## src/rtl/mvt_pkg.sv

```systemverilog
// Shared types and constants of the 4x4 matrix-vector transform.
package mvt_pkg;

   localparam int NUM_REGS      = 8;
   localparam int REG_IDX_W     = 4;
   localparam int REG_W         = 64;
   localparam int ELEM_W        = 32;
   localparam int DEF_ROW_DOT   = 0;
   localparam int DEF_FRAC_BITS = 16;

   typedef logic signed [ELEM_W-1:0]     elem_type;
   typedef elem_type [3:0]               vec_type;
   typedef elem_type [3:0][3:0]          mat_type;

   typedef logic signed [2*ELEM_W-1:0]   prod_type;
   typedef prod_type [3:0][3:0]          prod_mat_type;

   typedef logic signed [2*ELEM_W:0]     psum_type;
   typedef psum_type [3:0][1:0]          psum_mat_type;

   typedef logic signed [2*ELEM_W+1:0]   sum_type;
   typedef sum_type [3:0]                sum_vec_type;

endpackage

```

## src/rtl/mvt_acc.sv

```systemverilog
// Adder tree: pair sums in one stage, full 66-bit sums in the next.
module mvt_acc (
   input  logic                  clock,
   input  logic                  reset,
   input  logic                  in_valid,
   output logic                  in_ready,
   input  mvt_pkg::prod_mat_type prod,
   output logic                  out_valid,
   input  logic                  out_ready,
   output mvt_pkg::sum_vec_type  sum
);

   logic                  pair_valid_ff;
   logic                  pair_valid_in;
   logic                  pair_ready;
   mvt_pkg::psum_mat_type pair_ff;
   mvt_pkg::psum_mat_type pair_in;
   logic                  sum_valid_ff;
   logic                  sum_valid_in;
   mvt_pkg::sum_vec_type  sum_ff;
   mvt_pkg::sum_vec_type  sum_in;

   assign pair_ready    = !sum_valid_ff || out_ready;
   assign in_ready      = !pair_valid_ff || pair_ready;
   assign pair_valid_in = in_ready ? in_valid : pair_valid_ff;
   assign sum_valid_in  = pair_ready ? pair_valid_ff : sum_valid_ff;

   always_comb begin
      for (int k = 0; k < 4; k++) begin
         pair_in[k][0] = mvt_pkg::psum_type'($signed(prod[k][0])) +
                         mvt_pkg::psum_type'($signed(prod[k][1]));
         pair_in[k][1] = mvt_pkg::psum_type'($signed(prod[k][2])) +
                         mvt_pkg::psum_type'($signed(prod[k][3]));
         sum_in[k]     = mvt_pkg::sum_type'($signed(pair_ff[k][0])) +
                         mvt_pkg::sum_type'($signed(pair_ff[k][1]));
      end
   end

   always_ff @(posedge clock) begin
      if (reset) begin
         pair_valid_ff <= 1'b0;
         sum_valid_ff  <= 1'b0;
      end else begin
         pair_valid_ff <= pair_valid_in;
         sum_valid_ff  <= sum_valid_in;
      end
   end

   always_ff @(posedge clock) begin
      if (in_ready) begin
         pair_ff <= pair_in;
      end
      if (pair_ready) begin
         sum_ff <= sum_in;
      end
   end

   assign out_valid = sum_valid_ff;
   assign sum       = sum_ff;

endmodule

```

## config.mk

```make
export PLATFORM = sky130hd
export DESIGN_NAME = mvt_acc
export DESIGN_NICKNAME = d
export VERILOG_FILES = /design/src/rtl/mvt_pkg.sv /design/src/rtl/mvt_acc.sv
export SDC_FILE = /design/constraint.sdc
export NUM_CORES = 2
export LEC_CHECK = 0
export BUFFER_PORTS_ARGS = -buffer_cell sky130_fd_sc_hd__buf_2
export CAP_MARGIN = 30
export CORE_AREA = 2 2 498 500
export CTS_CLUSTER_SIZE = 20
export DETAILED_ROUTE_END_ITERATION = 10
export DIE_AREA = 0 0 500 502
export GPL_ROUTABILITY_DRIVEN = 0
export PLACE_DENSITY_LB_ADDON = 0.15
export SYNTH_ARGS = -nofsm -noshare
export SYNTH_HDL_FRONTEND = slang
export SYNTH_SLANG_ARGS = --single-unit
```

## constraint.sdc

```tcl
create_clock -name clock -period 20.8 [get_ports clock]
set_input_delay 1.04 -clock clock [delete_from_list [all_inputs] [get_ports clock]]
set_output_delay 1.04 -clock clock [all_outputs]
set_load 0.05 [all_outputs]
```

### Word level (Yosys, flattened, before mapping)

Index checks and enable logic that the tools add are counted.

| operators by class | value |
|---|---|
| add/subtract/negate cells | 12 |
| reductions and logical operators | 4 |

Operators by type and width:

| operator | count |
|---|---|
| 64-bit by 64-bit adder with 65-bit output | 8 |
| 65-bit by 65-bit adder with 66-bit output | 4 |
| 1-bit logical NOT | 2 |
| 1-bit logical OR | 2 |

| word-level totals | value |
|---|---|
| bits in registers | 786 |
| input port bits | 1028 |
| output and inout bits | 266 |
| logic and storage cells | 30 |

### Logic depth before layout (Yosys ltp)

| logic depth | value |
|---|---|
| word-level depth | 3 |
| depth in mapped cells | 14 |
| depth with buffers taken out | 14 |

### Worst setup path after synthesis

OpenSTA, ideal clock, no wires.

| timing | value |
|---|---|
| path type | input port to flip-flop |
| start | input out_ready |
| end | register pair_ff[0] (netlist name) (enable) |
| setup time | 3.821 ns |
| data arrival time | 9.925 ns |
| required time | 16.979 ns |
| slack | 7.054 ns |
| stages on the path | 2 |
| buffers on the path | 0 |
| cell sequence | nor2b_1 > nand2_1 |

| on the way | value |
|---|---|
| cells in the longest elaborated chain, start to end | 2 |

RTL lines:

| what | line | text |
|---|---|---|
| start: declaration | mvt_acc.sv:9 | `input logic out_ready,` |
| 1-bit logical OR | mvt_acc.sv:23 | `assign pair_ready = !sum_valid_ff \|\| out_ready;` |
| 1-bit logical OR | mvt_acc.sv:24 | `assign in_ready = !pair_valid_ff \|\| pair_ready;` |
| named net in_ready | mvt_acc.sv:6 | `output logic in_ready,` |
| end signal: assignment | mvt_acc.sv:51 | `pair_ff <= pair_in;` |
| end: declaration | mvt_acc.sv:16 | `mvt_pkg::psum_mat_type pair_ff;` |

The timed path passes the listed nets, and every way through them passes these cells.
A chain may end at the register's enable or synchronous reset.

==> results.sh <==
export IMPL_synth_edf_count=784
export IMPL_period_share_pct=23.9
export IMPL_cts_tree="done"
export IMPL_combPwrFrac_pct=52.5
export IMPL_leakagePower_uw=0.0351
export IMPL_swShare_pct=46.8
export IMPL_hpwlAfterDp_um=233000
export IMPL_antenna_found_initial=83
export IMPL_die_w_um=500
export IMPL_via_count=62400
export IMPL_reg2reg_from="pair_ff[260]$_DFFE_PP_"
export IMPL_synth_area_sq_um=67200
export IMPL_yosysWarnings=0
export IMPL_antenna_left=0
export IMPL_cts_clk_slew_worst_paths_ps=60
export IMPL_nNetsFinal=10200
export IMPL_holdBufCountCts=0
export IMPL_synthXorXnorAreaFrac_pct=9.47
export IMPL_synth_top_family_by_area="compound AO/OA/AOI/OAI gates"
export IMPL_start_util_pct=27.4
export IMPL_cp_start_kind="input pin"
export IMPL_utilization_pct=32.7
export IMPL_clkPwrFrac_pct=18.5
export IMPL_area_growth_syn_to_layout_pct=19.3
export IMPL_worstReg2RegEnd="sum[196]$_DFFE_PP_"
export IMPL_synth_compound_area_share_pct=24.7
export IMPL_cp_arrival_ps=5430
export IMPL_portBuffers=1293
export IMPL_synth_cells=7288
export IMPL_die_y_um=502
export IMPL_clock_sinks=786
export IMPL_setup_worst_path_end_class="flip-flop"
export IMPL_power_uw=9470
export IMPL_h_tree_depth=3
export IMPL_ys_flop_type="edfxtp_1"
export IMPL_fillers=25900
export IMPL_finalSetupViolations=0
export IMPL_synthSimpleGateAreaFrac_pct=13.0
export IMPL_synth_area_mux_share_pct=0.0465
export IMPL_synth_fp_nets=9100
export IMPL_fin_area_sq_um=80200
export IMPL_timing_fmax_ghz=0.201
export IMPL_yosys_top_cells_count="910 x a21oi_1, 784 x edfxtp_1, 772 x ha_1, 559 x nand2_1, 472 x xnor2_1"
export IMPL_root_buffer="clkbuf_16"
export IMPL_outcome="complete, no violations"
export IMPL_drcViolationCount=0
export IMPL_yosysMostFrequentCell="a21oi_1"
export IMPL_critPathCapture="pair_ff[190]$_DFFE_PP_"
export IMPL_tns_ps=0
export IMPL_rows=182
export IMPL_cts_buffer_depth=3
export IMPL_slew_headroom_pct=33.9
export IMPL_crit_required_ps=21260
export IMPL_final_setup_skew_ps=47.5
export IMPL_min_period_ps=4960
export IMPL_ys_types=91
export IMPL_grt_util_met1_pct=27.1
export IMPL_hold_viol_final=0
export IMPL_grt_max_degree=71
export IMPL_grt_util_all_layers_pct=21.1
export IMPL_drt_initial_drc_count=4821
export IMPL_clk_latency_ps=750
export IMPL_yosys_area_share_adder_pct=14.7
export IMPL_grt_overflow_total=0
export IMPL_crit_path_max_fanout=3
export IMPL_cellPowerDensity_nw_per_um2=118
export IMPL_vdd_drop_max_mv=0.0757
export IMPL_grtUsageMet2_pct=35.4
export IMPL_pwr_share_seq_pct=28.9
export IMPL_synth_seq_cells=786
export IMPL_drv_cap=0
export IMPL_grt_pass1_vias=61200
export IMPL_grt_first_pass_wirelength_um=401000
export IMPL_multi_input_area_sq_um=41700
export IMPL_yosysSeqAreaShare_pct=35.1
export IMPL_synth_largest_area_cell="edfxtp_1"
export IMPL_slew_violations=0
export IMPL_rsz0062_at_grt="false"
export IMPL_via_per_inst=5.30
export IMPL_drt_wirelength_per_cell_um=23.5
export IMPL_regArea_sq_um=23600
export IMPL_yosys_area_top_type_share_pct=35.0
export IMPL_p_switching_uw=4440
export IMPL_dr_pass1_iters=6
export IMPL_p_int_uw=5030
export IMPL_die_area_sq_um=251000
export IMPL_drt_wl_total_um=277000
export IMPL_use_met3_pct=3.66
export IMPL_synthArstFlopShare_pct=0
export IMPL_cts_made_buffers=102
export IMPL_io_pins=1294
export IMPL_hp_class="in2reg"
export IMPL_dpl_instance_area_sq_um=76900
export IMPL_core_sq_um=245000
export IMPL_cp_startpoint="prod[256]"
export IMPL_synth_avg_cell_area_sq_um=9.23
export IMPL_path_class="in2reg"
export IMPL_cts_resized=0
export IMPL_synth_area_leaders="edfxtp_1 35%, ha_1 14%, a21oi_1 6.8%, xnor2_1 6.1%, a21o_1 5.1%"
export IMPL_r2r_cells=14
export IMPL_busiest_layer="met2"
export IMPL_r2r_slack_ps=16100
export IMPL_tightestPinTransition_ps=985
export IMPL_drive_above_1_share_pct=18.1
export IMPL_postCtsSetupBuffers=0
-- flip-flops by register name (all words and copies together), names as in the netlist --
signal         cells
pair_ff          520
sum              264
out_valid          1
pair_valid_ff      1
-- final cells by class --
type	instances	share of cell area, %
clock inverter	70	0.797
tap	3220	5.02
timing repair buffer	1318	8.36
inverter	239	1.13
sequential	786	29.4
multi-input combinational	5974	51.9
antenna	36	0.112
clock buffer	114	3.24
-- how the worst min path moves through the flow --
stage / startpoint / end / slack [ps] / cells past startpoint
5_1_grt: reset / pair_valid_ff$_SDFFE_PP0P_ / 410 / 2
4_1_cts: reset / out_valid$_SDFFE_PP0P_ / 350 / 2
3_3_place_gp: pair_ff[455]$_DFFE_PP_ / sum[198]$_DFFE_PP_ / 530 / 1
3_5_place_dp: pair_ff[0]$_DFFE_PP_ / sum[0]$_DFFE_PP_ / 540 / 1
2_1_floorplan: pair_valid_ff$_SDFFE_PP0P_ / out_valid$_SDFFE_PP0P_ / 460 / 2
6_report: reset / out_valid$_SDFFE_PP0P_ / 460 / 2
-- per-layer routing --
| metal | share of wire (%) | vias to the layer above |
|---|---|---|
| met1 | 43 | 29900 |
| met2 | 47 | 2293 |
| li1 | - | 29800 |
| met5 | 0.094 | - |
| met3 | 6.5 | 363 |
| met4 | 3.3 | 42 |
-- stage by stage --
stage               setup WS [ps]  hold slack (ps)  cells
floorplan                    7050              463   7288
detailed placement          15200              536  11500
CTS                         16030              353  11700
global placement            15200              528  11500
finish                      15840              457  11800
global route                15600              407  11700
-- power groups by stage --
| stage | clock (uW) | sequential [uW] | combinational [uW] |
|---|---|---|---|
| CTS | 1820 | 2750 | 4960 |
| finish | 1750 | 2740 | 4980 |
| detailed placement | 0 | 2780 | 4940 |
| global route | 1870 | 2780 | 5360 |
| global placement | 0 | 2780 | 4940 |
| floorplan | 0 | 3590 | 2500 |
-- critical path, stage by stage --
cell,delay [ps]
buf_2,100
ha_1,210
fa_1,430
a211oi_1,520
o21ai_0,260
a211oi_1,430
a2111oi_1,250
o21ai_0,610
a21oi_1,160
a211oi_1,470
a21oi_1,240
a21oi_1,380
o21ai_0,160
xor2_1,160
-- cells by family after synthesis --
family	Yosys count
compound gates	2632
xor+xnor	727
simple gates	1828
mux	3
flops	786
fa+ha+maj	784
buf+inv	528
-- placed cells by master, fill, tap and decap left out, types with 44 or more instances in the layout --
cell type	n
a211oi_1	67
a21o_1	460
a21oi_1	910
a31oi_1	84
and3_1	54
buf_2	1296
clkbuf_16	102
edfxtp_1	784
ha_1	772
inv_1	238
nand2_1	558
nand2b_1	59
nand3_1	151
nand4_1	219
nor2_1	437
nor2b_1	80
nor3_1	105
o21a_1	81
o21ai_0	469
o21bai_1	180
o31ai_1	44
xnor2_1	472
xor2_1	255
Power figures use the tool's default switching activity.
