`config.mk`:
```
export PLATFORM = sky130hd
export DESIGN_NAME = mvt_sat
export DESIGN_NICKNAME = d
export VERILOG_FILES = /design/src/rtl/mvt_pkg.sv /design/src/rtl/mvt_sat.sv
export SDC_FILE = /design/constraint.sdc
export NUM_CORES = 1
export LEC_CHECK = 0
export ABC_AREA = 1
export BUFFER_PORTS_ARGS = -buffer_cell sky130_fd_sc_hd__buf_2
export CAP_MARGIN = 20
export CORE_AREA = 2 2 156 158
export DETAILED_ROUTE_END_ITERATION = 7
export DIE_AREA = 0 0 158 160
export GPL_TIMING_DRIVEN = 0
export PLACE_DENSITY_LB_ADDON = 0.08
export SKIP_LAST_GASP = 1
export SYNTH_ARGS = -nofsm -noshare
export SYNTH_HDL_FRONTEND = slang
export SYNTH_SLANG_ARGS = --single-unit
```
`constraint.sdc`:
```
create_clock -name clock -period 10.7 [get_ports clock]
set_input_delay 0.535 -clock clock [delete_from_list [all_inputs] [get_ports clock]]
set_output_delay 0.535 -clock clock [all_outputs]
set_load 0.05 [all_outputs]
```
`src/rtl/mvt_pkg.sv`:
```
// Shared types and constants of the 4x4 matrix-vector transform.
package mvt_pkg;

   localparam int NUM_REGS      = 8;
   localparam int REG_IDX_W     = 4;
   localparam int REG_W         = 64;
   localparam int ELEM_W        = 32;
   localparam int DEF_ROW_DOT   = 0;
   localparam int DEF_FRAC_BITS = 16;

   typedef logic signed [ELEM_W-1:0]     elem_type;
   typedef elem_type [3:0]               vec_type;
   typedef elem_type [3:0][3:0]          mat_type;

   typedef logic signed [2*ELEM_W-1:0]   prod_type;
   typedef prod_type [3:0][3:0]          prod_mat_type;

   typedef logic signed [2*ELEM_W:0]     psum_type;
   typedef psum_type [3:0][1:0]          psum_mat_type;

   typedef logic signed [2*ELEM_W+1:0]   sum_type;
   typedef sum_type [3:0]                sum_vec_type;

endpackage

```
`src/rtl/mvt_sat.sv`:
```
// Output stage: floor shift by the fraction width and clamp to 32 bits.
module mvt_sat #(
   parameter int FRAC_BITS = mvt_pkg::DEF_FRAC_BITS
) (
   input  logic                 clock,
   input  logic                 reset,
   input  logic                 in_valid,
   output logic                 in_ready,
   input  mvt_pkg::sum_vec_type sum,
   output logic                 out_valid,
   input  logic                 out_ready,
   output mvt_pkg::vec_type     res
);

   localparam mvt_pkg::sum_type MAX_VAL =
      mvt_pkg::sum_type'({1'b0, {(mvt_pkg::ELEM_W-1){1'b1}}});
   localparam mvt_pkg::sum_type MIN_VAL = -MAX_VAL - mvt_pkg::sum_type'(1);

   logic             valid_ff;
   logic             valid_in;
   mvt_pkg::vec_type res_ff;
   mvt_pkg::vec_type res_in;
   mvt_pkg::sum_type shifted;

   assign in_ready = !valid_ff || out_ready;
   assign valid_in = in_ready ? in_valid : valid_ff;

   always_comb begin
      shifted = '0;
      for (int k = 0; k < 4; k++) begin
         // arithmetic shift rounds toward minus infinity
         shifted = $signed(sum[k]) >>> FRAC_BITS;
         if (shifted > MAX_VAL) begin
            res_in[k] = MAX_VAL[mvt_pkg::ELEM_W-1:0];
         end else if (shifted < MIN_VAL) begin
            res_in[k] = MIN_VAL[mvt_pkg::ELEM_W-1:0];
         end else begin
            res_in[k] = shifted[mvt_pkg::ELEM_W-1:0];
         end
      end
   end

   always_ff @(posedge clock) begin
      if (reset) begin
         valid_ff <= 1'b0;
      end else begin
         valid_ff <= valid_in;
      end
   end

   always_ff @(posedge clock) begin
      if (in_ready) begin
         res_ff <= res_in;
      end
   end

   assign out_valid = valid_ff;
   assign res       = res_ff;

endmodule

```
# Word level (Yosys, flattened, before mapping)
# Cells that the tools add are included.
[word_totals] out_inout_bits=130 wordCells=19 register_bits=129
[op_classes] reduce_logical=2 n_mux=4 n_lt_le_gt_ge=8
[ops] operator="greater-than comparator 50 x 32 -> 1 bit, second input constant" n=4
[ops] operator="< comparator 50 x 32 -> 1 bit, second input constant" n=4
[ops] operator="2-to-1 mux 32 bit" n=4
[ops] operator="logical NOT 1 bit" n=1
[ops] operator="logical OR 1 bit" n=1

# Logic depth before layout (Yosys ltp)
# Gate-level depths: netlist (run 1).
[depth] depth_word=2 ltp_mapped=10 ltp_nobuf=9

# Least setup slack after synthesis (run 1)
# No wires, ideal clock.
[synth_timing] path_kind="register -> register" start="register valid_ff, in the netlist out_valid" end="register res_ff, in the netlist res[0], enable pin" setup_slack_ns=6.385 t_arrival_ns=3.102 stages_incl_launch_ff=2 path_buffers=0 path_cell_list="dfxtp_1 -> nand2_1"
[synth_between] elab_chain_cells=2
[synth_lines] item="start: declaration" line="mvt_sat.sv:19" text="logic valid_ff;"
[synth_lines] item="start signal: assignment" line="mvt_sat.sv:47" text="valid_ff <= valid_in;"
[synth_lines] item="logical NOT 1 bit" line="mvt_sat.sv:25" text="assign in_ready = !valid_ff || out_ready;"
[synth_lines] item="logical OR 1 bit" line="mvt_sat.sv:25"
[synth_lines] item="net in_ready" line="mvt_sat.sv:8" text="output logic in_ready,"
[synth_lines] item="end signal: assignment" line="mvt_sat.sv:53" text="res_ff <= res_in;"
[synth_lines] item="end: declaration" line="mvt_sat.sv:21" text="mvt_pkg::vec_type res_ff;"
# The timed path passes the listed nets, and every way through them passes these cells.
# A chain may end at the register's enable or synchronous reset.

# Final worst setup path (run 1)
[layout_timing] start="register valid_ff, in the netlist out_valid" end="output port in_ready"
[layout_between] elab_chain_cells=2
[layout_lines] item="logical NOT 1 bit" line="mvt_sat.sv:25"
[layout_lines] item="logical OR 1 bit" line="mvt_sat.sv:25"
[layout_lines] item="end: declaration" line="mvt_sat.sv:8"
# Every way passes these cells.

==> flow_summary.json, run 1 <==
{
  "status": "completed",
  "syn_nets": 872,
  "vias": 5138,
  "ir_drop_mv": 0.0997,
  "final_layout_size_suffix_gt1_share_pct": 42.2,
  "worst_skew_pair.late_latency_ps": 410,
  "synth_cells": 604,
  "grt_max_degree": 55,
  "critical_path_class": "reg2out",
  "cts_hold_buf": 0,
  "path_buf_inv": 2,
  "synth_top_area_share_pct": 64.6,
  "whs_path_depth": 2,
  "die_width_um": 158,
  "finalHoldViolations": 0,
  "grt_pass1_wl_mm": 26.7,
  "path_cells": "nand2_4 -> buf_16 -> buf_2",
  "cts_buffer_depth": 2,
  "fin_tns_setup_ps": 0,
  "first_iter_violations": 144,
  "rows": 57,
  "start_util_pct": 25.0,
  "cp_slowest_stage_delay_ps": 430,
  "io_buffers": 333,
  "highest_layer": "met4",
  "cts_root_buf": "clkbuf_16",
  "coreArea_um2": 23800,
  "postLayoutCoreUtil_pct": 36.6,
  "worstPathRequired_ps": 10170,
  "max-slew-margin-rel_pct": 61.5,
  "path_max_fanout": 54,
  "maxCapViolations": 0,
  "syn_area_um2": 5950,
  "antenna_found_initial": 5,
  "synth_top_cell_by_area": "edfxtp_1",
  "dieArea_um2": 25300,
  "cts_tree": "yes",
  "clk_pin_slew_ps": 60,
  "place_congestion": 0.753,
  "cp.depth": 3,
  "hpwl_mm": 13.7,
  "synth_edf_count": 128,
  "fin_worst_skew_ps": 7.79,
  "viasPerCell": 3.95,
  "drt_pass1_iterations": 4,
  "cts_buffers": 17,
  "min_period_ps": 2370,
  "arrival_ps": 1840,
  "io_pins": 398,
  "cts_setup_buffers": 0,
  "wl_per_cell_um": 13.7,
  "max_freq_ghz": 0.421,
  "die_h_um": 160,
  "rsz0062_at_grt": "no",
  "fin_crit_sh_pct": 22.2,
  "wl_met1_mm": 7.28,
  "final_nets": 1226,
  "setup_violations": 0,
  "p_leak_nw": 4.15,
  "cp_top_family": "buffers and inverters",
  "grt_pass1_vias": 5112,
  "synth_async_sr_flop_share_pct": 0,
  "worstMarginPinSlew_ps": 578,
  "endpoint_kind": "output pin",
  "power_density_nw_per_um2": 173,
  "synth_area_leaders": "edfxtp_1 65%, nand2_1 19%, inv_1 2.9%",
  "hold_slack_ps": 271,
  "drc": 0,
  "cts.repair.resized": 0,
  "synth-main-ff-cell": "edfxtp_1",
  "yosys-top-cells-count": "298 x nand2_1, 128 x edfxtp_1, 46 x inv_1",
  "crit_slowest_cell": "nand2_4",
  "synthToLayoutAreaGrowth_pct": 46.3,
  "routed_wl_mm": 17.8,
  "htree_levels": 4,
  "ys_seq_area_share_pct": 64.9,
  "track_usage_pct": 13.8,
  "synthMostInstantiatedCell": "nand2_1",
  "hp-class": "in2reg",
  "ant_nets": 0,
  "slew_violations": 0,
  "yosys_register_bits": 129,
  "grt-ovfl-total": 0,
  "syn_area_per_cell_um2": 9.85,
  "met3_length_mm": 1.85,
  "cts.sink_count": 129,
  "setup.worst_path.start_class": "flop",
  "yosysWarnings": 0,
  "yosysUniqueCellTypes": 23,
  "rr_worst_depth": 2,
  "wl_met2_mm": 8.39
}
==> cell type report <==
cell class / instances / area, um^2
flip-flops and latches: 129 / 3860
well taps: 324 / 405
clock inverters: 15 / 191
inverters: 46 / 173
diodes: 5 / 12.5
multi-input cells: 401 / 1680
plain buffers: 28 / 244
fillers: 2565 / 15100
repair buffers: 335 / 1710
clock buffers: 17 / 425
==> kinds of logic after synthesis <==
group	count (synthesis)	synth area share [%]
simple gates	394	27.2
compound gates	7	0.862
buf+inv	74	7.00
flops	129	64.9
==> flip-flops by register name (all words and copies together), names as in the netlist <==
name	count
res	128
out_valid	1
==> through the flow <==
step	worst slack (ps)	power (mW)	std cells	area (um^2)
4_1_cts	8240	1.53	1295	8690
2_1_floorplan	6380	0.813	604	5950
3_5_place_dp	8360	0.908	1263	8080
6_report	8330	1.51	1300	8710
3_3_place_gp	4430	0.910	1261	8020
5_1_grt	8180	1.58	1297	8700
==> final timing paths <==
path	startpoint	to	slack (ps)
setup reg to reg	out_valid	res[53]	9230
hold reg to reg	out_valid	res[71]	980
hold / removal	reset	out_valid	270
setup / recovery	out_valid	in_ready	8330
==> placed cells by master, fill, tap and decap left out, drive strengths merged <==
| cell | instances |
|---|---|
| buf | 359 |
| nand2 | 310 |
| edfxtp | 128 |
| inv | 47 |
| nor2 | 42 |
| clkbuf | 21 |
| nand4 | 16 |
| nor3 | 11 |
| nand3 | 9 |
| clkinv | 8 |
| diode | 5 |
| nand3b | 4 |
| bufinv | 4 |
| o21ai | 4 |
| or2 | 2 |
| clkinvlp | 2 |
| a21o | 1 |
| o21bai | 1 |
| a21oi | 1 |
| dfxtp | 1 |
==> layer usage <==
metal,GRT usage [%],vias to the layer above
met4,4.30,0
li1,-,2663
met2,23.0,210
met3,6.16,14
met1,15.9,2251
met5,0,-
==> worst register-to-register path, delay by kind of cell, from the launching register on <==
kind	cells	cell delay, ps
and+or+nand+nor	1	430
buffers and inverters	1	340
DFF	1	330
==> power by group <==
group          internal, mW  switching [mW]  total [mW]
registers             0.599         0.00807       0.607
logic                0.0762           0.209       0.286
clock network         0.388           0.229       0.618
(Power assumes the default switching activity.)
==> run 2: changes to the inputs <==
--- a/config.mk
+++ b/config.mk
@@ -8,9 +8,9 @@
 export ABC_AREA = 1
 export BUFFER_PORTS_ARGS = -buffer_cell sky130_fd_sc_hd__buf_2
 export CAP_MARGIN = 20
-export CORE_AREA = 2 2 156 158
+export CORE_AREA = 2 2 154 156
 export DETAILED_ROUTE_END_ITERATION = 7
-export DIE_AREA = 0 0 158 160
+export DIE_AREA = 0 0 156 158
 export GPL_TIMING_DRIVEN = 0
 export PLACE_DENSITY_LB_ADDON = 0.08
 export SKIP_LAST_GASP = 1
==> constraint.sdc (replaced) <==
create_clock -name clock -period 2.45 [get_ports clock]
set_input_delay 0.1225 -clock clock [delete_from_list [all_inputs] [get_ports clock]]
set_output_delay 0.1225 -clock clock [all_outputs]
set_load 0.05 [all_outputs]
==> flow_summary.json, run 2 (synthesis results as in run 1) <==
{
  "clk_pin_slew_ps": 60,
  "rows": 56,
  "largest_register_ffs": 128,
  "cts_hold_buf": 120,
  "htree_levels": 4,
  "critical_path_class": "reg2reg",
  "cts_setup_buffers": 0,
  "finalHoldViolations": 0,
  "hold_slack_ps": 27.2,
  "coreArea_um2": 23100,
  "layout_common_cells": "336 x buf_2, 297 x nand2_1, 128 x edfxtp_1, 120 x dlygate4sd3_1, 46 x inv_1",
  "path_max_fanout": 67,
  "worst_skew_pair.late_latency_ps": 400,
  "worstMarginPinSlew_ps": 532,
  "num_antenna_cells": 0,
  "setup_ws_ps": 350,
  "dp_cells": 1228,
  "maxCapViolations": 0,
  "cts_buffer_depth": 2,
  "antenna_found_initial": 0,
  "min_period_ps": 2100,
  "mostFrequentLayoutCell": "buf_2",
  "die_h_um": 158,
  "crit_slowest_cell": "dlygate4sd3_1",
  "wl_per_cell_um": 13.5,
  "track_usage_pct": 14.4,
  "path_cells": "nand2_8 -> buf_16 -> a21oi_1 -> dlygate4sd3_1",
  "final_nets": 1345,
  "synthToLayoutAreaGrowth_pct": 65.0,
  "fin_worst_skew_ps": 4.22,
  "slew_violations": 0,
  "p_total_mw": 6.68,
  "endpoint_kind": "flop",
  "setup_violations": 0,
  "p_leak_nw": 4.63,
  "max-slew-margin-rel_pct": 64.5,
  "viasPerCell": 4.08,
  "drc": 0,
  "fin_tns_setup_ps": 0,
  "cp_slowest_stage_delay_ps": 620,
  "pre_cts_slack_ps": 779,
  "max_freq_ghz": 0.476,
  "arrival_ps": 2440,
  "setup.worst_path.start_class": "flop",
  "worstPathRequired_ps": 2790,
  "first_iter_violations": 219,
  "layoutNonFillerInstCount": 1378,
  "dieArea_um2": 24600,
  "cts_root_buf": "clkbuf_16",
  "ir_drop_mv": 0.365,
  "cts_tree": "yes",
  "final_layout_size_suffix_gt1_share_pct": 37.5,
  "grt_pass1_vias": 5593,
  "io_pins": 398,
  "io_buffers": 333,
  "cts.repair.resized": 0,
  "fin_crit_sh_pct": 85.7,
  "hpwl_mm": 13.5,
  "cts.sink_count": 129,
  "hp-class": "in2reg",
  "status": "completed",
  "vias": 5618,
  "grt-ovfl-total": 0,
  "grt_max_degree": 68,
  "rsz0062_at_grt": "no",
  "die_width_um": 156,
  "drt_pass1_iterations": 4,
  "cts_buffers": 17,
  "power_density_nw_per_um2": 680,
  "place_congestion": 0.767,
  "start_util_pct": 25.8,
  "routed_wl_mm": 18.6,
  "ant_nets": 0,
  "grt_pass1_wl_mm": 27.5
}
run 2: metrics by stage:
stage	util (%)	instance area, um^2
floorplan	-	5960
global placement	34.7	7990
detailed placement	34.8	8020
CTS	42.6	9820
global route	42.6	9820
finish	42.6	9820
run 2: worst max-delay path, delay by kind of cell, from the launching register on:
kind / cells / cell delay (ps)
AO/OA/AOI/OAI: 1 / 250
flip-flops: 1 / 420
AND/OR/NAND/NOR: 1 / 330
buffers and inverters: 2 / 990
run 2: area by class of cell:
class,count,area [um^2]
fill,2343,13200
sequential,129,3860
timing repair buffer,454,2900
multi-input combinational,401,1690
clock buffer,17,425
tap,290,363
buffer,28,244
inverter,46,173
clock inverter,13,170
run 2: worst paths after layout:
path	start	to	slack (ps)	cells past startpoint
worst max-delay path	out_valid	out_valid	350	4
worst min-delay path	sum[226]	res[108]	30	3
worst max register to register	out_valid	out_valid	350	4
worst min register to register	out_valid	res[20]	1020	1
run 2: power breakdown:
group	total (mW)	internal (mW)	switching, mW
clock	2.62	1.68	0.944
sequential	2.65	2.62	0.0358
combinational	1.41	0.456	0.952
run 2: layer usage:
layer | GRT usage [%] | share of wire (%) | wire (um) | vias up
met5 | 0 | 0 | 0 | -
met4 | 4.98 | 1.7 | 307 | 0
met3 | 5.50 | 8.9 | 1650 | 16
met2 | 25.1 | 49 | 9010 | 213
met1 | 16.3 | 41 | 7590 | 2496
li1 | - | - | - | 2893
