$ cat src/rtl/mvt_pkg.sv
// Shared types and constants of the 4x4 matrix-vector transform.
package mvt_pkg;

   localparam int NUM_REGS      = 8;
   localparam int REG_IDX_W     = 4;
   localparam int REG_W         = 64;
   localparam int ELEM_W        = 32;
   localparam int DEF_ROW_DOT   = 0;
   localparam int DEF_FRAC_BITS = 16;

   typedef logic signed [ELEM_W-1:0]     elem_type;
   typedef elem_type [3:0]               vec_type;
   typedef elem_type [3:0][3:0]          mat_type;

   typedef logic signed [2*ELEM_W-1:0]   prod_type;
   typedef prod_type [3:0][3:0]          prod_mat_type;

   typedef logic signed [2*ELEM_W:0]     psum_type;
   typedef psum_type [3:0][1:0]          psum_mat_type;

   typedef logic signed [2*ELEM_W+1:0]   sum_type;
   typedef sum_type [3:0]                sum_vec_type;

endpackage

$ cat src/rtl/mvt_csr.sv
// Matrix register file written through the configuration channel.
module mvt_csr #(
   parameter int FRAC_BITS = mvt_pkg::DEF_FRAC_BITS
) (
   input  logic                           clock,
   input  logic                           reset,
   input  logic                           csr_valid,
   output logic                           csr_ready,
   input  logic [mvt_pkg::REG_IDX_W-1:0]  csr_index,
   input  logic [mvt_pkg::REG_W-1:0]      csr_data,
   output mvt_pkg::mat_type               mat
);

   localparam mvt_pkg::elem_type ONE_FIX = mvt_pkg::elem_type'(1) << FRAC_BITS;

   mvt_pkg::mat_type mat_ff;
   mvt_pkg::mat_type mat_in;
   logic [1:0]       row;
   logic [1:0]       col_lo;

   assign csr_ready = 1'b1;
   assign row       = csr_index[2:1];
   assign col_lo    = {csr_index[0], 1'b0};

   always_comb begin
      mat_in = mat_ff;
      // indexes past the last register are dropped
      if (csr_valid && (csr_index < mvt_pkg::REG_IDX_W'(mvt_pkg::NUM_REGS))) begin
         mat_in[row][col_lo]        = csr_data[31:0];
         mat_in[row][col_lo + 2'd1] = csr_data[63:32];
      end
   end

   always_ff @(posedge clock) begin
      if (reset) begin
         for (int r = 0; r < 4; r++) begin
            for (int c = 0; c < 4; c++) begin
               mat_ff[r][c] <= (r == c) ? ONE_FIX : '0;
            end
         end
      end else begin
         mat_ff <= mat_in;
      end
   end

   assign mat = mat_ff;

endmodule

$ cat config.mk
export PLATFORM = sky130hd
export DESIGN_NAME = mvt_csr
export DESIGN_NICKNAME = d
export VERILOG_FILES = /design/src/rtl/mvt_pkg.sv /design/src/rtl/mvt_csr.sv
export SDC_FILE = /design/constraint.sdc
export NUM_CORES = 1
export LEC_CHECK = 0
export ABC_AREA = 1
export BUFFER_PORTS_ARGS = -buffer_cell sky130_fd_sc_hd__buf_4
export CAP_MARGIN = 20
export CORE_UTILIZATION = 40
export CTS_BUF_LIST = sky130_fd_sc_hd__clkbuf_16
export DETAILED_ROUTE_END_ITERATION = 8
export PLACE_DENSITY_LB_ADDON = 0.08
export SLEW_MARGIN = 20
export SYNTH_ARGS = -nofsm -noshare
export SYNTH_HDL_FRONTEND = slang
export SYNTH_SLANG_ARGS = --single-unit
$ cat constraint.sdc
create_clock -name clock -period 3.5 [get_ports clock]
set_input_delay 0.525 -clock clock [delete_from_list [all_inputs] [get_ports clock]]
set_output_delay 0.525 -clock clock [all_outputs]
set_load 0.1 [all_outputs]
## After elaboration in Yosys (flattened, before gate mapping)

Index checks and enable logic that the tools add are counted.

| storage, ports and cells | value |
|---|---|
| flip-flop bits (word level) | 512 |
| bits of input ports | 71 |
| output and inout bits | 513 |
| logic and storage cells | 38 |

| cells by class | value |
|---|---|
| $add $sub $neg | 1 |
| magnitude comparators | 7 |
| muxes and demuxes | 10 |
| reduce and logical (&&, ||, !) cells | 4 |

Operators by type and width:

| cell | number |
|---|---|
| 512-bit bitwise mux | 2 |
| 128-bit demux with 2-bit select | 2 |
| 128-bit 2-to-1 mux | 1 |
| 96-bit 2-to-1 mux | 1 |
| 32-bit demux with 2-bit select | 1 |
| 32-bit 2-to-1 mux | 2 |
| 32-bit demux with 1-bit select | 1 |
| 2-bit by 3-bit less-than comparator with 1-bit output, second input constant | 3 |
| 2-bit by 1-bit >= comparator with 1-bit output, second input constant | 3 |
| 1-bit logical AND | 4 |
| 4-bit less-than comparator, second input constant | 1 |
| 2-bit by 1-bit adder with 2-bit output, second input constant | 1 |

## Longest topological paths before layout

Gate-level depths: netlist of the first run.

| depth | value |
|---|---|
| depth after elaboration | 8 |
| mapped depth | 9 |
| depth with buffers taken out | 6 |

## Worst setup path after synthesis of the first run

Ideal clock, no wire load.

| path | value |
|---|---|
| kind | input port to flip-flop |
| from | input port csr_index[0] (netlist name) |
| to | register mat_ff (netlist bit mat[0]) |
| arrival time | 1.536 ns |
| path slack | 1.899 ns |
| cell stages on the path | 8 |
| cells stage by stage | buf_4 > inv_2 > buf_2 > nand2_1 > nor2_4 > buf_2 > nor2_1 > nor2_1 |

| on the way | value |
|---|---|
| cells in the longest elaborated chain, start to end | 8 |
| elaborated cells between the ends (all ways) | 19 |
| classes of those cells | add/sub: 1; order compare: 5; mux: 10; reduce/logical: 3 |

Ends and longest elaborated chain:

| what | RTL line | text |
|---|---|---|
| from (decl) | mvt_csr.sv:9 | `input logic [mvt_pkg::REG_IDX_W-1:0] csr_index,` |
| 2-bit by 1-bit adder with 2-bit output (tied with other cells) | mvt_csr.sv:30 | `mat_in[row][col_lo + 2'd1] = csr_data[63:32];` |
| 2-bit by 3-bit less-than comparator with 1-bit output (implied by the code) (tied with other cells) | mvt_csr.sv:30 |  |
| 1-bit logical AND (implied by the code) or 32-bit 2-to-1 mux (tied branches) | mvt_csr.sv:30, mvt_csr.sv:29 |  |
| 32-bit 2-to-1 mux (implied by the code) or 32-bit demux with 1-bit select (tied branches) | mvt_csr.sv:30, mvt_csr.sv:29 |  |
| 32-bit demux with 2-bit select or 96-bit 2-to-1 mux (tied branches) | mvt_csr.sv:30, mvt_csr.sv:29 |  |
| 128-bit 2-to-1 mux (implied by the code) or 128-bit demux with 2-bit select (tied branches) | mvt_csr.sv:30, mvt_csr.sv:29 |  |
| 128-bit demux with 2-bit select or 512-bit bitwise mux (tied branches) | mvt_csr.sv:30, mvt_csr.sv:29 |  |
| 512-bit bitwise mux | mvt_csr.sv:30 |  |
| to (signal, indexed assignment) | mvt_csr.sv:38 | `mat_ff[r][c] <= (r == c) ? ONE_FIX : '0;` |
| to (signal assigned) | mvt_csr.sv:42 | `mat_ff <= mat_in;` |
| to (decl) | mvt_csr.sv:16 | `mvt_pkg::mat_type mat_ff;` |

Parallel ways exist; a longest one is shown, timed or not.
A chain may end at the register's enable or synchronous reset.

## Worst setup path after layout of the first run

| path | value |
|---|---|
| from | input port csr_index[0] (netlist name) |
| to | register mat_ff (netlist bit mat[485]) |

| on the way | value |
|---|---|
| cells in the longest elaborated chain, start to end | 8 |
| elaborated cells between the ends (all ways) | 11 |
| classes of those cells | add/sub: 1; order compare: 3; mux: 5; reduce/logical: 2 |

Ends and longest elaborated chain:

| what | RTL line |
|---|---|
| 2-bit by 1-bit adder with 2-bit output | mvt_csr.sv:30 |
| 2-bit by 3-bit less-than comparator with 1-bit output (implied by the code) or 2-bit by 1-bit >= comparator with 1-bit output (tied branches) | mvt_csr.sv:30 |
| 1-bit logical AND (implied by the code) | mvt_csr.sv:30 |
| 32-bit 2-to-1 mux (implied by the code) | mvt_csr.sv:30 |
| 32-bit demux with 2-bit select | mvt_csr.sv:30 |
| 128-bit 2-to-1 mux (implied by the code) | mvt_csr.sv:30 |
| 128-bit demux with 2-bit select | mvt_csr.sv:30 |
| 512-bit bitwise mux | mvt_csr.sv:30 |

Parallel ways exist; a longest one is shown, timed or not.

==> results of run 1 <==
Yosys cell counts:
cell type / number / area (µm²)
sky130_fd_sc_hd__a21oi_1: 31 / 155
sky130_fd_sc_hd__buf_1: 31 / 116
sky130_fd_sc_hd__buf_2: 96 / 480
sky130_fd_sc_hd__buf_4: 3 / 22.5
sky130_fd_sc_hd__clkbuf_1: 83 / 312
sky130_fd_sc_hd__conb_1: 1 / 3.75
sky130_fd_sc_hd__dfxtp_1: 512 / 10200
sky130_fd_sc_hd__inv_1: 69 / 259
sky130_fd_sc_hd__inv_2: 1 / 3.75
sky130_fd_sc_hd__nand2_1: 679 / 2550
sky130_fd_sc_hd__nand3_1: 231 / 1160
sky130_fd_sc_hd__nand4_1: 127 / 795
sky130_fd_sc_hd__nor2_1: 960 / 3600
sky130_fd_sc_hd__nor2_2: 5 / 31.3
sky130_fd_sc_hd__nor2_4: 2 / 22.5
sky130_fd_sc_hd__nor3_4: 1 / 16.3
sky130_fd_sc_hd__o21ai_0: 3 / 15.0
metrics by stage:
stage / cell area [µm²] / utilization / total power, W / hold WS (ps)
detailed placement: 24500 / 0.502 / 0.00817 / 454
finish: 26200 / 0.536 / 0.0135 / 211
CTS: 26200 / 0.536 / 0.0136 / 177
floorplan: 19800 / - / 0.00763 / 594
global route: 26200 / 0.536 / 0.0139 / 203
global placement: 24500 / 0.502 / 0.00815 / 453
layout by cell type (no fill, tap or decap), drive strengths merged, types with 2 or more instances in the layout:
| cell | instances |
|---|---|
| a21oi | 31 |
| buf | 614 |
| bufinv | 2 |
| clkbuf | 57 |
| clkinv | 27 |
| dfxtp | 512 |
| diode | 5 |
| inv | 79 |
| nand2 | 679 |
| nand3 | 231 |
| nand4 | 127 |
| nor2 | 967 |
| o21ai | 3 |
logic make-up after synthesis:
group	Yosys count	synth area share
AND/OR/NAND/NOR	2005	0.413
flip-flops	512	0.518
buffers and inverters	283	0.0603
AO/OA/AOI/OAI	34	0.00860
other	1	0.000189
per-layer routing:
layer  vias to the layer above  part of all wire  global-route usage
met5                         -                 0             0.00880
met1                      9174              0.41               0.351
met4                         0             0.042               0.126
met2                       721              0.46               0.458
met3                       147             0.084              0.0847
li1                       9759                 -                   -
final cells by class:
type | count | area, µm² | area share
Clock buffer | 57 | 1430 | 0.0545
Tap cell | 664 | 831 | 0.0317
Sequential cell | 512 | 10200 | 0.391
Clock inverter | 39 | 218 | 0.00831
Multi-Input combinational cell | 2040 | 8410 | 0.321
Inverter | 70 | 270 | 0.0103
Antenna cell | 5 | 12.5 | 0.000478
Timing Repair Buffer | 614 | 4770 | 0.182
worst register-to-register path: cells and delay by family (launching register included):
family	cells	cell delay [ps]
flops	1	370
compound gates	1	140
simple gates	1	80
worst paths after layout:
| check | from | slack [ps] | cells past startpoint | to |
|---|---|---|---|---|
| min | csr_data[44] | 210 | 3 | mat[492] |
| max reg2reg | mat[511] | 2840 | 2 | mat[511] |
| max | csr_index[0] | 1570 | 7 | mat[485] |
| min reg2reg | mat[495] | 460 | 2 | mat[495] |
power groups by stage:
stage                     clock [W]  combinational, W  sequential (W)
after floorplan                   0          0.000590         0.00704
after global placement            0           0.00201         0.00615
after detailed placement          0           0.00202         0.00615
after CTS                   0.00552           0.00202         0.00602
after global routing        0.00576           0.00212         0.00603
final                       0.00544           0.00202         0.00602
==> run_results.csv, run 1 <==
group,metric,value,unit
power,swShare,0.302,
die,design.die.area,50400,µm²
synth,syn_area,19800,µm²
cts,cts_root_buffer,"sky130_fd_sc_hd__clkbuf_16",
setup_path,ordered_cell_list_for_the_critical_path,"buf_4, inv_2, nor2_2, nand2_1, buf_4, nand2_1, a21oi_1",
timing,totalNegativeSetupSlack,0,ps
cts,cts.hold.buffers_added,0,
setup_path,crit_type,"in -> reg",
routing,detail_route.wl_per_cell,18.7,µm
setup_path,timing.critical_path.required,3970,ps
power,power.internal,0.00941,W
min_path,holdCritPathClass,"in -> reg",
routing,ant_nets,0,
die,floorplan.rows,81,
cts,cts_setup_buffers,0,
global_routing,first_pass_grt_wire_length,110000,µm
timing,tightestPinTransition,793,ps
cts,cts.reportedPaths.clkPinSlew,60,ps
power,cellPowerDensity,515,nW/µm²
setup_path,bufs_and_invs_on_worst_path,3,
routing,initialDrtViolationCount,1529,
global_routing,overall_overflow_remaining_after_global_route,0,
placement,routability_driven_placement_congestion_ratio,0.857,
timing,final.setup.worst_slack,1570,ps
synth,synth_area_per_cell,6.98,µm²
power,p_leak,12.0,nW
timing,report.final.setup_viol,0,
cts,post_cts.resized_instances,0,
cts,cts-buffers-inserted,55,
timing,fin_worst_skew,0,ps
setup_path,critPathCaptureType,"flip-flop",
synth,synth.distinct_cells,17,
cts,h-tree-depth,2,
timing,hold_violation_count_in_the_final_report,0,
final_layout,final_stage_net_count,3364,
synth,synthesis.yosys.warnings,0,
power,max-vdd-ir-drop,335,µV
setup_path,worst_ep_arrival_time,2400,ps
run,max_cap_violations,0,
power,power.net_switching,0.00407,W
setup_path,cp_slowest_cell,"sky130_fd_sc_hd__buf_4",
routing,drcViolationCount,0,
final_layout,final_instance_count_excl_fillers,4001,
routing,dr_total_vias,19800,
placement,place_inst,3900,
timing,maxClockFrequency,518,MHz
timing,layout_worst_path_cycle_share,0.552,
routing,vias_per_cell,4.95,
global_routing,grt_max_degree,154,
final_layout,drive_gt1_frac,0.210,
final_layout,largest_reg_flops,512,
routing,dr.pass1.iters,5,
synth,yosys_register_bits,512,
power,seq_power_share,0.447,
cts,tritoncts,"yes",
timing,finalCriticalPeriod,1930,ps
die,die-width,224,µm
placement,pre_cts_slack,987,ps
die,floorplan.initialDensity,0.405,
global_routing,antenna_found_initial,4,
global_routing,track_usage,0.285,
timing,relSlewSlack,0.471,
synth,syn-num-nets,2906,
final_layout,layout.filler_cells,4813,
die,die_h,224,µm
cts,total_number_of_clock_tree_sinks,512,
die,pin_count,584,
power,power_frac_comb,0.150,
setup_path,path_max_fanout,41,
setup_path,startpoint_class_of_the_critical_path,"input pin",
placement,detailed_placement_wirelength_estimate,48900,µm
setup_path,cp_slowest_stage_delay,430,ps
final_layout,syn_to_final_growth,32.3,%
power,pwr-share-clk,0.404,
status,run_status,"complete, no violations",
timing,grt_setup_unrepaired,"no",
die,core_area,48800,µm²
cts,ctsLongestPathBuffers,3,
global_routing,vias_in_the_first_global_route,17900,
placement,place.port_buffers,582,
timing,count_of_final_max_slew_check_failures,0,
synth,portion_of_the_post_synthesis_area_used_by_sequential_elements,0.518,
cts,clock_insertion_delay_worst_skew,590,ps
synth,syn_inst,2835,
setup_path,critical_path.top_delay_family,"buffers and inverters",
routing,detail_route.wirelength,75000,µm
Note: power is estimated with default switching activity, not from simulation.
==> inputs of run 2 (changes only) <==
- clock period: 3.5 -> 1.8 ns (I/O delays scaled with it)
==> run 2 against run 1 <==
Via count is 1.9% higher; core utilization grew 1.8 points; global-route usage grew 0.30 points; worst setup slack worse by 1400 ps; final area is 3.3% higher; largest cell class unchanged; critical path depth down 6; critical endpoint is now mat[159]; highest routed layer is now met5; sequential power grew 94%.
==> run_results.csv, run 2 (synthesis gave the netlist of run 1 again) <==
group,metric,value,unit
status,run_status,"complete, no violations",
final_layout,largest_reg_flops,512,
timing,totalNegativeSetupSlack,0,ps
setup_path,worst_ep_arrival_time,1330,ps
cts,cts-buffers-inserted,55,
timing,tightestPinTransition,564,ps
power,power.internal,0.0183,W
setup_path,crit_path_end,"mat[159]",
routing,topRoutingLayerUsed,"met5",
timing,layout_worst_path_cycle_share,0.889,
global_routing,overall_overflow_remaining_after_global_route,0,
routing,dr_wl_met3,6080,µm
min_path,holdCritPathClass,"in -> reg",
cts,cts_root_buffer,"sky130_fd_sc_hd__clkbuf_16",
setup_path,critPathCaptureType,"output port",
power,pwr-share-clk,0.399,
die,core_area,48800,µm²
die,die_h,224,µm
cts,cts_setup_buffers,0,
final_layout,syn_to_final_growth,36.7,%
power,seq_power_share,0.445,
power,max-vdd-ir-drop,731,µV
die,pin_count,584,
setup_path,worst_r2r_startpoint,"mat[496]",
routing,dr_wl_met2,35600,µm
setup_path,worstSetupPathDepth,1,
cts,tritoncts,"yes",
global_routing,first_pass_grt_wire_length,111000,µm
setup_path,cp_slowest_stage_delay,410,ps
final_layout,layout.cells.most_common_list,"sky130_fd_sc_hd__nor2_1, sky130_fd_sc_hd__nand2_1, sky130_fd_sc_hd__buf_4",
global_routing,grt_max_degree,76,
routing,vias_per_cell,4.96,
setup_path,path_max_fanout,2,
setup_path,critical_path.top_delay_family,"flip-flops",
timing,grt_setup_unrepaired,"no",
setup_path,beginning_of_the_critical_path,"mat[159]",
routing,routedLengthMet1,30800,µm
final_layout,layout.cells.most_common,"sky130_fd_sc_hd__nor2_1",
final_layout,drive_gt1_frac,0.217,
power,post-layout-total-power,0.0263,W
timing,maxClockFrequency,625,MHz
setup_path,startpoint_class_of_the_critical_path,"flip-flop",
cts,clock_insertion_delay_worst_skew,600,ps
placement,place.port_buffers,582,
die,design.die.area,50400,µm²
routing,drcViolationCount,0,
power,swShare,0.304,
placement,detailed_placement_wirelength_estimate,50500,µm
cts,total_number_of_clock_tree_sinks,512,
die,floorplan.initialDensity,0.405,
placement,routability_driven_placement_congestion_ratio,0.854,
setup_path,r2r-end,"mat[496]",
run,max_cap_violations,0,
cts,cts.reportedPaths.clkPinSlew,60,ps
global_routing,vias_in_the_first_global_route,18400,
die,floorplan.rows,81,
power,power_frac_comb,0.155,
global_routing,track_usage,0.288,
timing,count_of_final_max_slew_check_failures,0,
power,power.net_switching,0.00800,W
cts,ctsLongestPathBuffers,3,
cts,h-tree-depth,2,
setup_path,bufs_and_invs_on_worst_path,1,
setup_path,ordered_cell_list_for_the_critical_path,"buf_4",
setup_path,setup_slack_of_the_worst_register_to_register_path,690,ps
timing,fin_worst_skew,0,ps
timing,hold_violation_count_in_the_final_report,0,
setup_path,timing.critical_path.required,1530,ps
setup_path,cp_slowest_cell,"sky130_fd_sc_hd__dfxtp_1",
cts,post_cts.resized_instances,0,
setup_path,crit_type,"reg -> out",
final_layout,final_stage_net_count,3430,
routing,detail_route.wirelength,75200,µm
routing,initialDrtViolationCount,1549,
power,p_leak,12.4,nW
routing,detail_route.wl_per_cell,18.5,µm
routing,dr.pass1.iters,5,
routing,ant_nets,0,
timing,report.final.setup_viol,0,
timing,relSlewSlack,0.624,
global_routing,antenna_found_initial,2,
timing,finalCriticalPeriod,1600,ps
die,die-width,224,µm
routing,dr_total_vias,20200,
power,cellPowerDensity,973,nW/µm²
setup_path,reg2reg_depth,3,
run 2: cell types whose count changed in the layout (fill, tap and decap cells not counted):
cell / delta
sky130_fd_sc_hd__buf_12: +23
sky130_fd_sc_hd__buf_4: +8
sky130_fd_sc_hd__bufinv_16: -1
sky130_fd_sc_hd__clkinv_1: -6
sky130_fd_sc_hd__clkinv_2: +6
sky130_fd_sc_hd__clkinv_4: -1
sky130_fd_sc_hd__clkinvlp_4: +3
sky130_fd_sc_hd__diode_2: -3
sky130_fd_sc_hd__dlygate4sd3_1: +35
sky130_fd_sc_hd__inv_1: +2
run 2: through the flow:
step,area [µm²],utilization,hold slack (ps),setup WS (ps),instances
floorplan,19800,-,339,454,2835
global placement,25100,0.513,446,265,3931
detailed placement,25100,0.513,451,241,3931
CTS,27000,0.554,96.5,170,4065
global route,27000,0.554,148,163,4065
finish,27100,0.554,127,199,4067
run 2: timing repair:
action                                  4_1_cts  5_1_grt
hold endpoints to repair                     36        0
hold buffers                                 35        0
endpoints found under the setup margin        0        0
run 2: worst min-delay path by stage:
stage               cells after the start  endpoint         start  slack (ps)
floorplan                               1  mat[511]         reset         340
finish                                  4  mat[127]  csr_index[0]         130
global placement                        2  mat[496]      mat[496]         450
global route                            4  mat[127]  csr_index[0]         150
CTS                                     4  mat[127]  csr_index[0]         100
detailed placement                      2  mat[496]      mat[496]         450
run 2: power by group through the flow:
stage          Clock [W]  Sequential [W]  Combinational (W)
3_3_place_gp           0          0.0120            0.00400
5_1_grt           0.0111          0.0117            0.00430
2_1_floorplan          0          0.0137            0.00115
6_report          0.0105          0.0117            0.00409
4_1_cts           0.0107          0.0117            0.00409
3_5_place_dp           0          0.0120            0.00402
run 2: final cells by class:
cell class,count,area [µm²]
multi-input cells,2040,8410
clock inverters,42,216
clock buffers,57,1430
fillers,4799,21800
flip-flops and latches,512,10200
well taps,664,831
inverters,70,270
repair buffers,680,5640
diodes,2,5.00
run 2: routing by layer:
| metal | global-route usage | vias to the layer above |
|---|---|---|
| met5 | 0 | - |
| met4 | 0.109 | 2 |
| met3 | 0.0739 | 137 |
| met2 | 0.480 | 726 |
| met1 | 0.356 | 9411 |
| li1 | - | 9906 |
